===== config.mk =====
export PLATFORM = sky130hd
export DESIGN_NAME = i2c_master_byte_sequencer_flat
export DESIGN_NICKNAME = d
export VERILOG_FILES = /design/src/rtl/i2cm_pkg.sv /design/src/rtl/i2cm_if.sv /design/src/rtl/i2cm_step.sv /design/src/rtl/i2cm_out_reg.sv /design/src/rtl/i2c_master_byte_sequencer.sv /design/src/flat_wrapper.sv
export SDC_FILE = /design/constraint.sdc
export NUM_CORES = 1
export LEC_CHECK = 0
export BUFFER_PORTS_ARGS = -buffer_cell sky130_fd_sc_hd__clkbuf_2
export CORE_MARGIN = 2
export CORE_UTILIZATION = 52
export DETAILED_ROUTE_END_ITERATION = 8
export PLACE_DENSITY = 0.75
export SYNTH_ARGS = -nofsm -noshare
export SYNTH_HDL_FRONTEND = slang
export SYNTH_SLANG_ARGS = --single-unit

===== constraint.sdc =====
create_clock -name clk -period 3.4 [get_ports clk]
set_input_delay 0.68 -clock clk [delete_from_list [all_inputs] [get_ports clk]]
set_output_delay 0.68 -clock clk [all_outputs]
set_load 0.03 [all_outputs]

===== src/rtl/i2cm_pkg.sv =====
`default_nettype none
package i2cm_pkg;

  localparam int unsigned BITS_PER_BYTE = 8;
  localparam int unsigned PHASE_W       = 5;
  localparam int unsigned LEN_SHORT     = 4;
  localparam int unsigned LEN_WRITE     = 2 * BITS_PER_BYTE + 4;
  localparam int unsigned LEN_READ      = 2 * BITS_PER_BYTE + 5;
  localparam int unsigned BIT_PHASES    = 2 * BITS_PER_BYTE;

  typedef enum logic [2:0] {
    CMD_NONE  = 3'd0,
    CMD_START = 3'd1,
    CMD_STOP  = 3'd2,
    CMD_WRITE = 3'd3,
    CMD_READ  = 3'd4
  } cmd_t;

  typedef struct packed {
    logic [PHASE_W-1:0]       phase;
    cmd_t                     cmd;
    logic [BITS_PER_BYTE-1:0] shift_reg;
    logic                     ack_choice;
    logic                     ack_seen;
    logic                     scl_level;
    logic                     sda_level;
    logic                     sda_enable;
    logic [BITS_PER_BYTE-1:0] tx_hold;
  } seq_st_t;

  typedef struct packed {
    logic                     scl;
    logic                     sda_out;
    logic                     sda_drive;
    logic                     busy_res;
    logic                     done_res;
    logic [BITS_PER_BYTE-1:0] rx_byte;
    logic                     ack_bit;
  } seq_res_t;

  localparam seq_st_t ST_RESET = '{
    phase:      '0,
    cmd:        CMD_NONE,
    shift_reg:  '0,
    ack_choice: 1'b0,
    ack_seen:   1'b0,
    scl_level:  1'b1,
    sda_level:  1'b1,
    sda_enable: 1'b1,
    tx_hold:    '0
  };

endpackage
`default_nettype wire


===== src/rtl/i2cm_if.sv =====
`default_nettype none
interface i2cm_in_if;
  logic       valid;
  logic       ready;
  logic [2:0] func;
  logic [7:0] tx_byte;
  logic       send_ack;
  logic       sda_in;

  modport source (output valid, func, tx_byte, send_ack, sda_in, input ready);
  modport sink   (input valid, func, tx_byte, send_ack, sda_in, output ready);
endinterface

interface i2cm_out_if;
  logic       valid;
  logic       ready;
  logic       scl;
  logic       sda_out;
  logic       sda_drive;
  logic       busy_res;
  logic       done_res;
  logic [7:0] rx_byte;
  logic       ack_bit;

  modport source (output valid, scl, sda_out, sda_drive, busy_res, done_res, rx_byte,
                  ack_bit, input ready);
  modport sink   (input valid, scl, sda_out, sda_drive, busy_res, done_res, rx_byte,
                  ack_bit, output ready);
endinterface
`default_nettype wire


===== src/rtl/i2cm_step.sv =====
`default_nettype none
module i2cm_step
  import i2cm_pkg::*;
(
  input  seq_st_t    st_i,
  input  logic [2:0] func,
  input  logic [7:0] tx_byte,
  input  logic       send_ack,
  input  logic       sda_in,
  output seq_st_t    st_nxt,
  output seq_res_t   res
);

  seq_st_t            s;
  logic [PHASE_W-1:0] p;
  logic [PHASE_W-1:0] last_ph;
  logic               busy;
  logic               done;
  logic               drive_seen;

  always_comb begin
    s          = st_i;
    busy       = 1'b0;
    done       = 1'b0;
    last_ph    = PHASE_W'(LEN_SHORT - 1);
    drive_seen = 1'b0;

    // a new command is only taken while idle
    if (s.cmd == CMD_NONE) begin
      unique case (func) inside
        CMD_START, CMD_STOP, CMD_WRITE, CMD_READ: begin
          s.cmd        = cmd_t'(func);
          s.phase      = '0;
          s.tx_hold    = tx_byte;
          s.ack_choice = send_ack;
        end
        default: ;
      endcase
    end

    p = s.phase;

    unique case (s.cmd)
      CMD_START: begin
        if (p == PHASE_W'(0)) begin
          s.sda_enable = 1'b1;
          s.sda_level  = 1'b1;
        end else if (p == PHASE_W'(1)) s.scl_level = 1'b1;
        else if (p == PHASE_W'(2)) s.sda_level = 1'b0;
        else s.scl_level = 1'b0;
      end
      CMD_STOP: begin
        if (p == PHASE_W'(0)) begin
          s.sda_enable = 1'b1;
          s.sda_level  = 1'b0;
        end else if (p == PHASE_W'(1)) s.scl_level = 1'b0;
        else if (p == PHASE_W'(2)) s.scl_level = 1'b1;
        else s.sda_level = 1'b1;
      end
      CMD_WRITE: begin
        last_ph = PHASE_W'(LEN_WRITE - 1);
        if (p < PHASE_W'(BIT_PHASES)) begin
          if (!p[0]) begin
            s.scl_level  = 1'b0;
            s.sda_enable = 1'b1;
            // msb first: bit index counts down with the bit slot
            s.sda_level  = s.tx_hold[3'd7 - p[3:1]];
          end else begin
            s.scl_level = 1'b1;
          end
        end else if (p == PHASE_W'(BIT_PHASES)) begin
          s.scl_level = 1'b0;
          s.sda_level = 1'b0;
        end else if (p == PHASE_W'(BIT_PHASES + 1)) begin
          s.sda_enable = 1'b0;
        end else if (p == PHASE_W'(BIT_PHASES + 2)) begin
          s.scl_level = 1'b1;
          s.ack_seen  = sda_in;
        end else begin
          s.scl_level = 1'b0;
        end
      end
      CMD_READ: begin
        last_ph = PHASE_W'(LEN_READ - 1);
        if (p == PHASE_W'(0)) begin
          s.sda_enable = 1'b0;
          s.shift_reg  = '0;
        end else if (p <= PHASE_W'(BIT_PHASES)) begin
          if (p[0]) begin
            s.scl_level = 1'b0;
            s.shift_reg = {s.shift_reg[BITS_PER_BYTE-2:0], 1'b0};
          end else begin
            s.scl_level    = 1'b1;
            s.shift_reg[0] = s.shift_reg[0] | sda_in;
          end
        end else if (p == PHASE_W'(BIT_PHASES + 1)) begin
          s.scl_level  = 1'b0;
          s.sda_enable = 1'b1;
        end else if (p == PHASE_W'(BIT_PHASES + 2)) begin
          s.sda_level = ~s.ack_choice;
        end else if (p == PHASE_W'(BIT_PHASES + 3)) begin
          s.scl_level = 1'b1;
        end else begin
          s.scl_level = 1'b0;
        end
      end
      default: ;
    endcase

    busy       = (s.cmd != CMD_NONE);
    drive_seen = s.sda_enable;

    if (busy) begin
      if (p == last_ph) begin
        done = 1'b1;
        // write hands sda drive back after the ack slot
        if (s.cmd == CMD_WRITE) s.sda_enable = 1'b1;
        s.cmd   = CMD_NONE;
        s.phase = '0;
      end else begin
        s.phase = p + PHASE_W'(1);
      end
    end

    st_nxt = s;

    res.scl       = s.scl_level;
    res.sda_out   = s.sda_level;
    res.sda_drive = drive_seen;
    res.busy_res  = busy;
    res.done_res  = done;
    res.rx_byte   = s.shift_reg;
    res.ack_bit   = s.ack_seen;
  end

endmodule
`default_nettype wire


===== src/rtl/i2cm_out_reg.sv =====
`default_nettype none
module i2cm_out_reg
  import i2cm_pkg::*;
(
  input  logic       clk,
  input  logic       rst_n,
  input  logic       load,
  input  seq_res_t   res,
  output logic       room,
  i2cm_out_if.source out_ch
);

  logic     valid_r;
  seq_res_t res_r;

  // refill in the same cycle the held result is taken
  assign room = !valid_r || out_ch.ready;

  always_ff @(posedge clk) begin
    if (!rst_n) begin
      valid_r <= 1'b0;
    end else if (room) begin
      valid_r <= load;
    end
  end

  always_ff @(posedge clk) begin
    if (load) res_r <= res;
  end

  assign out_ch.valid     = valid_r;
  assign out_ch.scl       = res_r.scl;
  assign out_ch.sda_out   = res_r.sda_out;
  assign out_ch.sda_drive = res_r.sda_drive;
  assign out_ch.busy_res  = res_r.busy_res;
  assign out_ch.done_res  = res_r.done_res;
  assign out_ch.rx_byte   = res_r.rx_byte;
  assign out_ch.ack_bit   = res_r.ack_bit;

endmodule
`default_nettype wire


===== src/rtl/i2c_master_byte_sequencer.sv =====
// a tick's result is registered and shown in the cycle after its transaction
// throughput: one tick per cycle, held back only while the result register is full and stalled
// each command spans 4 (start, stop), 20 (write) or 21 (read) ticks
// reset (synchronous, rst_n low): idle, scl and sda driven high, no result pending
`default_nettype none
module i2c_master_byte_sequencer
  import i2cm_pkg::*;
(
  input  logic       clk,
  input  logic       rst_n,
  i2cm_in_if.sink    in_ch,
  i2cm_out_if.source out_ch
);

  seq_st_t  st_r;
  seq_st_t  st_nxt;
  seq_res_t res;
  logic     room;
  logic     accept;

  assign in_ch.ready = room;
  assign accept      = in_ch.valid && room;

  i2cm_step u_step (
    .st_i     (st_r),
    .func     (in_ch.func),
    .tx_byte  (in_ch.tx_byte),
    .send_ack (in_ch.send_ack),
    .sda_in   (in_ch.sda_in),
    .st_nxt   (st_nxt),
    .res      (res)
  );

  always_ff @(posedge clk) begin
    if (!rst_n) begin
      st_r <= ST_RESET;
    end else if (accept) begin
      st_r <= st_nxt;
    end
  end

  i2cm_out_reg u_out (
    .clk    (clk),
    .rst_n  (rst_n),
    .load   (accept),
    .res    (res),
    .room   (room),
    .out_ch (out_ch)
  );

endmodule
`default_nettype wire


===== src/flat_wrapper.sv =====
// flat-port wrapper written by rule: the top's interface ports become plain ports
module i2c_master_byte_sequencer_flat import i2cm_pkg::*;
  (clk, rst_n, in_ch_valid, in_ch_func, in_ch_tx_byte, in_ch_send_ack, in_ch_sda_in, in_ch_ready, out_ch_valid, out_ch_scl, out_ch_sda_out, out_ch_sda_drive, out_ch_busy_res, out_ch_done_res, out_ch_rx_byte, out_ch_ack_bit, out_ch_ready);
  i2cm_in_if in_ch_i ();
  i2cm_out_if out_ch_i ();
  input  logic clk;
  input  logic rst_n;
  input wire logic [$bits(in_ch_i.valid)-1:0] in_ch_valid;
  input wire logic [$bits(in_ch_i.func)-1:0] in_ch_func;
  input wire logic [$bits(in_ch_i.tx_byte)-1:0] in_ch_tx_byte;
  input wire logic [$bits(in_ch_i.send_ack)-1:0] in_ch_send_ack;
  input wire logic [$bits(in_ch_i.sda_in)-1:0] in_ch_sda_in;
  output wire logic [$bits(in_ch_i.ready)-1:0] in_ch_ready;
  output wire logic [$bits(out_ch_i.valid)-1:0] out_ch_valid;
  output wire logic [$bits(out_ch_i.scl)-1:0] out_ch_scl;
  output wire logic [$bits(out_ch_i.sda_out)-1:0] out_ch_sda_out;
  output wire logic [$bits(out_ch_i.sda_drive)-1:0] out_ch_sda_drive;
  output wire logic [$bits(out_ch_i.busy_res)-1:0] out_ch_busy_res;
  output wire logic [$bits(out_ch_i.done_res)-1:0] out_ch_done_res;
  output wire logic [$bits(out_ch_i.rx_byte)-1:0] out_ch_rx_byte;
  output wire logic [$bits(out_ch_i.ack_bit)-1:0] out_ch_ack_bit;
  input wire logic [$bits(out_ch_i.ready)-1:0] out_ch_ready;
  assign in_ch_i.valid = in_ch_valid;
  assign in_ch_i.func = in_ch_func;
  assign in_ch_i.tx_byte = in_ch_tx_byte;
  assign in_ch_i.send_ack = in_ch_send_ack;
  assign in_ch_i.sda_in = in_ch_sda_in;
  assign in_ch_ready = in_ch_i.ready;
  assign out_ch_valid = out_ch_i.valid;
  assign out_ch_scl = out_ch_i.scl;
  assign out_ch_sda_out = out_ch_i.sda_out;
  assign out_ch_sda_drive = out_ch_i.sda_drive;
  assign out_ch_busy_res = out_ch_i.busy_res;
  assign out_ch_done_res = out_ch_i.done_res;
  assign out_ch_rx_byte = out_ch_i.rx_byte;
  assign out_ch_ack_bit = out_ch_i.ack_bit;
  assign out_ch_i.ready = out_ch_ready;
  i2c_master_byte_sequencer u_core (.clk(clk), .rst_n(rst_n), .in_ch(in_ch_i), .out_ch(out_ch_i));
endmodule

==> flow_summary.ini, run 1 <==
[worst_setup_path]
endpoint_kind = flip-flop
path_cells = or3_4 > or3_1 > and2_1 > inv_1 > ha_1 > nand2b_1 > or3_1 > a21oi_1 > o21ai_1 > a211o_1
crit_arrival_ps = 3130
crit_fanout = 14
critPathMostFrequentCell = or3_1
critPathKind = reg -> reg
crit_path_start_kind = flip-flop
cpMaxStageDelayCell = dfxtp_1
slowest_delay_ps = 460
reg2reg_depth = 10
worstPathRequired_ps = 3450

[sta]
drv_slew = 0
finalCritPeriodShare = 0.906
max_freq_mhz = 325
fin_ws_ps = 319
rsz0062_at_grt = false
finClkSkew_ps = 10.0
setup_tns_ps = 0
hold_viol_final = 0
slew_headroom = 0.631
tightest_slew_ps = 549
min_period_ps = 3080
setup_viol = 0

[yosys]
async_flop_share = 0
synthCells = 306
yosys-top-cells-area = dfxtp_1 (24%), edfxtp_1 (17%), nand2_1 (8.3%)
yosysSeqAreaShare = 0.405
syn-mean-instance-area_um2 = 8.24
yosysTopAreaCell = dfxtp_1
yosys_register_bits = 44
synth_cell_types = 58
synth_edf_count = 14
synth_fp_nets = 325
synth_top_area_frac = 0.238
ys_warn_count = 0
synth_area_mm2 = 0.00252
synth_flop_cell = dfxtp_1

[clocking]
cts-resized-gates = 0
cts_made_buffers = 5
htreeDepth = 2
cts_root_buf = clkbuf_8
path_clk_slew_ps = 80
cts_sinks = 44
cts_setup_buffers = 0
cts_hold_buf = 0
cts_buffer_depth = 2
clk_latency_ps = 310
cts_tree = done

[finish]
fin_nets = 355
final_area_mm2 = 0.00283
synthToLayoutAreaGrowth_pct = 12.1
layout_commonest_cell = nand2_1
register_area_mm2 = 0.00102
drive_gt1_frac = 0.187
layout_common_cells = nand2_1 (56), clkbuf_2 (32), nor2_1 (30), dfxtp_1 (30), a21oi_1 (29)
multi_input_comb_area_mm2 = 0.00137
diodes = 0
fill_cells = 436
fin_cells = 391

[global_route]
antenna_found_initial = 0
grt_pass1_vias = 2082
track_usage = 0.236
overflow = 0
grt_pass1_wl_um = 9890
grt_max_degree = 26

[die]
die_h_um = 73.6
fp-row-count = 25
dieArea_mm2 = 0.00542
die_w_um = 73.6
core-area_mm2 = 0.00469
io_pins = 33
start_util = 0.537

[route]
antenna_left = 0
wl_met1_um = 2740
vias = 2331
firstDrtPassIters = 7
route.met2.wl_um = 2880
wl_um = 6010
dr.max_layer_used = met4
vias_per_cell = 5.96
drt_iter0_drc = 221
wl_met3_um = 304
wl_per_cell_um = 15.4
drc = 0

[place]
place_congestion = 1.00
dp_cells = 383
dp_worst_setup_slack_ps = 177
portBuffers = 32
placed_area_mm2 = 0.00272
dp_hpwl_um = 4340

[power_and_ir_drop]
ir_drop_uv = 233
p_leak_nw = 1.08
powerDensity_mw_per_mm2 = 447

[job]
maxCapViolations = 0

[outcome]
status = completed

[min_path]
whs_path_depth = 2
hp-class = reg -> reg
[synthesized netlist by cell type, drive strengths merged, types with 3 or more instances]
cell type  count
clkbuf        11
nand3b         3
nand2         57
o31ai          3
o21ai         24
nand3          5
nor2          31
nor3           9
nor4           3
nand2b         4
edfxtp        14
or3            5
a311oi         4
inv            9
a21oi         30
nor3b          5
a31oi          8
dfxtp         30
a22oi          7
buf            7
[stage by stage]
stage	hold slack (ps)	power (mW)	util
after floorplan	433	0.802	-
after global placement	441	0.863	0.579
after detailed placement	449	0.868	0.579
after CTS	461	1.27	0.602
after global routing	486	1.31	0.602
final	457	1.26	0.602
[logic make-up (layout without fill, tap and decap cells)]
logic type               Yosys count  in the layout  synth area share
buffers and inverters             27             58            0.0536
multiplexers                       5              5            0.0308
AO/OA/AOI/OAI                     94             94             0.244
adder cells (fa/ha/maj)            2              2           0.00992
XOR/XNOR                           1              1           0.00347
AND/OR/NAND/NOR                  133            133             0.254
flip-flops                        44             44             0.405
[cell type report]
cell class	count	area share
Multi-Input combinational cell	235	0.483
Sequential cell	44	0.361
Timing Repair Buffer	41	0.0806
Clock buffer	5	0.0243
Tap cell	54	0.0239
Clock inverter	3	0.0151
Inverter	9	0.0120
[path summary, 6_finish.rpt]
path                                      start                          end  slack [ps]
worst max register to register  u_core.st_r[23]  u_core.u_out.out_ch.sda_out         320
worst max-delay path            u_core.st_r[23]  u_core.u_out.out_ch.sda_out         320
worst min register to register   u_core.st_r[4]               u_core.st_r[4]         460
worst min-delay path             u_core.st_r[4]               u_core.st_r[4]         460
[worst max-delay path: cells and delay by family, from the launching register on]
| kind | cells | cell delay (ps) |
|---|---|---|
| AOI/OAI and AO/OA | 3 | 510 |
| adders and majority gates | 1 | 210 |
| buffers and inverters | 1 | 60 |
| DFF | 1 | 460 |
| and+or+nand+nor | 5 | 1580 |
[where the power goes]
| part | internal (mW) | total (mW) | switching (mW) | leakage (nW) |
|---|---|---|---|---|
| logic | 0.0958 | 0.265 | 0.170 | 0.644 |
| registers | 0.572 | 0.596 | 0.0241 | 0.383 |
| clock network | 0.218 | 0.401 | 0.184 | 0.0558 |
| total | 0.886 | 1.26 | 0.377 | 1.08 |
[layer usage]
metal	vias to the layer above	track usage
met1	1066	0.315
met3	11	0.0494
met2	85	0.385
met4	0	0.0707
met5	-	0
li1	1169	-
[flip-flops by register name, indices dropped and copies added, names as in the netlist]
register / cells
u_core.u_out.out_ch.sda_drive: 1
u_core.u_out.out_ch.busy_res: 1
u_core.u_out.out_ch.scl: 1
u_core.u_out.out_ch.done_res: 1
u_core.u_out.out_ch.sda_out: 1
u_core.u_out.out_ch.valid: 1
u_core.u_out.out_ch.rx_byte: 8
u_core.st_r: 29
u_core.u_out.out_ch.ack_bit: 1
(Power assumes the default switching activity.)
==> run 2: changes to the inputs <==
CORE_UTILIZATION = 55   (was 52)
PLACE_DENSITY = 0.76   (was 0.75)
REMOVE_ABC_BUFFERS = 1   (was not set)
clock period = 3.98 ns   (was 3.4 ns; I/O delays follow)
==> flow_summary.ini, run 2 (synthesis gave the netlist of run 1 again) <==
[power_and_ir_drop]
power_frac_seq = 0.508
p_clk_frac = 0.274
ir_drop_uv = 161
switching_power_mw = 0.313
p_comb_frac = 0.218
powerDensity_mw_per_mm2 = 363
internal_power_mw = 0.689
switching_share = 0.313
p_leak_nw = 1.05

[global_route]
grt_max_degree = 26
track_usage = 0.237
grt_pass1_vias = 2149
overflow = 0
antenna_found_initial = 0
grt_pass1_wl_um = 9810

[route]
antenna_left = 0
wl_per_cell_um = 14.9
firstDrtPassIters = 5
drt_iter0_drc = 189
vias = 2326
wl_um = 5730
drc = 0
vias_per_cell = 6.06

[sta]
finClkSkew_ps = 5.95
tightest_slew_ps = 736
hold_viol_final = 0
finalCritPeriodShare = 0.799
setup_viol = 0
max_freq_mhz = 315
drv_slew = 0
hold_ws_ps = 457
setup_tns_ps = 0
rsz0062_at_grt = false
slew_headroom = 0.509
min_period_ps = 3180

[finish]
layout_commonest_cell = nand2_1
utilization = 0.629
drive_gt1_frac = 0.175
synthToLayoutAreaGrowth_pct = 9.43
layout_common_cells = nand2_1 (56), clkbuf_2 (32), nor2_1 (30), dfxtp_1 (30), a21oi_1 (29)
largest_reg_flops = 29
fill_cells = 406
fin_nets = 350
diodes = 0
largest_register = u_core.st_r

[die]
core-area_mm2 = 0.00438
die_h_um = 71.7
fp-row-count = 24
die_w_um = 71.7
io_pins = 33
dieArea_mm2 = 0.00514
start_util = 0.575

[clocking]
path_clk_slew_ps = 80
clk_latency_ps = 290
cts_made_buffers = 5
cts_root_buf = clkbuf_8
cts_setup_buffers = 0
htreeDepth = 2
cts_hold_buf = 0
cts_tree = done
cts_buffer_depth = 2
cts_sinks = 44
cts-resized-gates = 0

[min_path]
hp-class = reg -> reg

[job]
maxCapViolations = 0

[place]
portBuffers = 32
place_congestion = 0.927
dp_hpwl_um = 4040

[worst_setup_path]
worstPathRequired_ps = 4030
endpoint_kind = flip-flop
crit_arrival_ps = 3230
crit_fanout = 8
critPathKind = in -> reg
crit_path_start_kind = input pin

[outcome]
status = completed
-- run 2: cell types whose count changed in the layout (fill, tap and decap cells not counted), sizes merged --
cell / previous run / this run
inv: 9 / 10
clkinv: 2 / 1
buf: 9 / 4
clkbuf: 37 / 38
bufinv: 1 / 0
-- run 2: critical path: stages --
cell	delay [ps]
clkbuf_2	140
o21a_1	260
or3_1	440
and2_1	210
ha_1	260
nand2b_1	220
or3_1	360
a21oi_1	150
o21ai_1	90
a211o_1	300
-- run 2: path summary, 6_finish.rpt --
path                                      start                     endpoint  slack [ps]  cells after the start
worst max register to register  u_core.st_r[23]  u_core.u_out.out_ch.sda_out         820                      9
worst max-delay path              in_ch_func[0]  u_core.u_out.out_ch.sda_out         800                     10
worst min-delay path             u_core.st_r[1]               u_core.st_r[1]         460                      2
worst min register to register   u_core.st_r[1]               u_core.st_r[1]         460                      2
-- run 2: power by group through the flow --
stage,clock (mW),combinational [mW],sequential (mW)
floorplan,0,0.132,0.537
global placement,0,0.213,0.518
detailed placement,0,0.215,0.519
CTS,0.277,0.216,0.508
global route,0.295,0.242,0.513
finish,0.275,0.218,0.509
-- run 2: layer usage --
metal / track usage / part of all wire / vias to the layer above
li1: - / - / 1167
met1: 0.322 / 0.44 / 1036
met2: 0.369 / 0.46 / 106
met3: 0.0450 / 0.083 / 17
met4: 0.107 / 0.024 / 0
met5: 0 / 0 / -
-- run 2: stage by stage --
stage	cell area, um^2	setup slack, ps	total power, mW	std cells
global placement	2680	588	0.731	376
CTS	2760	822	1.00	384
finish	2760	802	1.00	384
detailed placement	2680	522	0.734	376
global route	2760	645	1.05	384
floorplan	2420	617	0.669	288
-- run 2: cell type report --
cell class / instances / area (um^2) / area share
multi-input combinational: 235 / 1370 / 0.495
sequential: 44 / 1020 / 0.370
timing repair buffer: 36 / 190 / 0.0689
clock buffer: 6 / 72.6 / 0.0263
tap: 52 / 65.1 / 0.0236
inverter: 9 / 33.8 / 0.0122
clock inverter: 2 / 11.3 / 0.00408
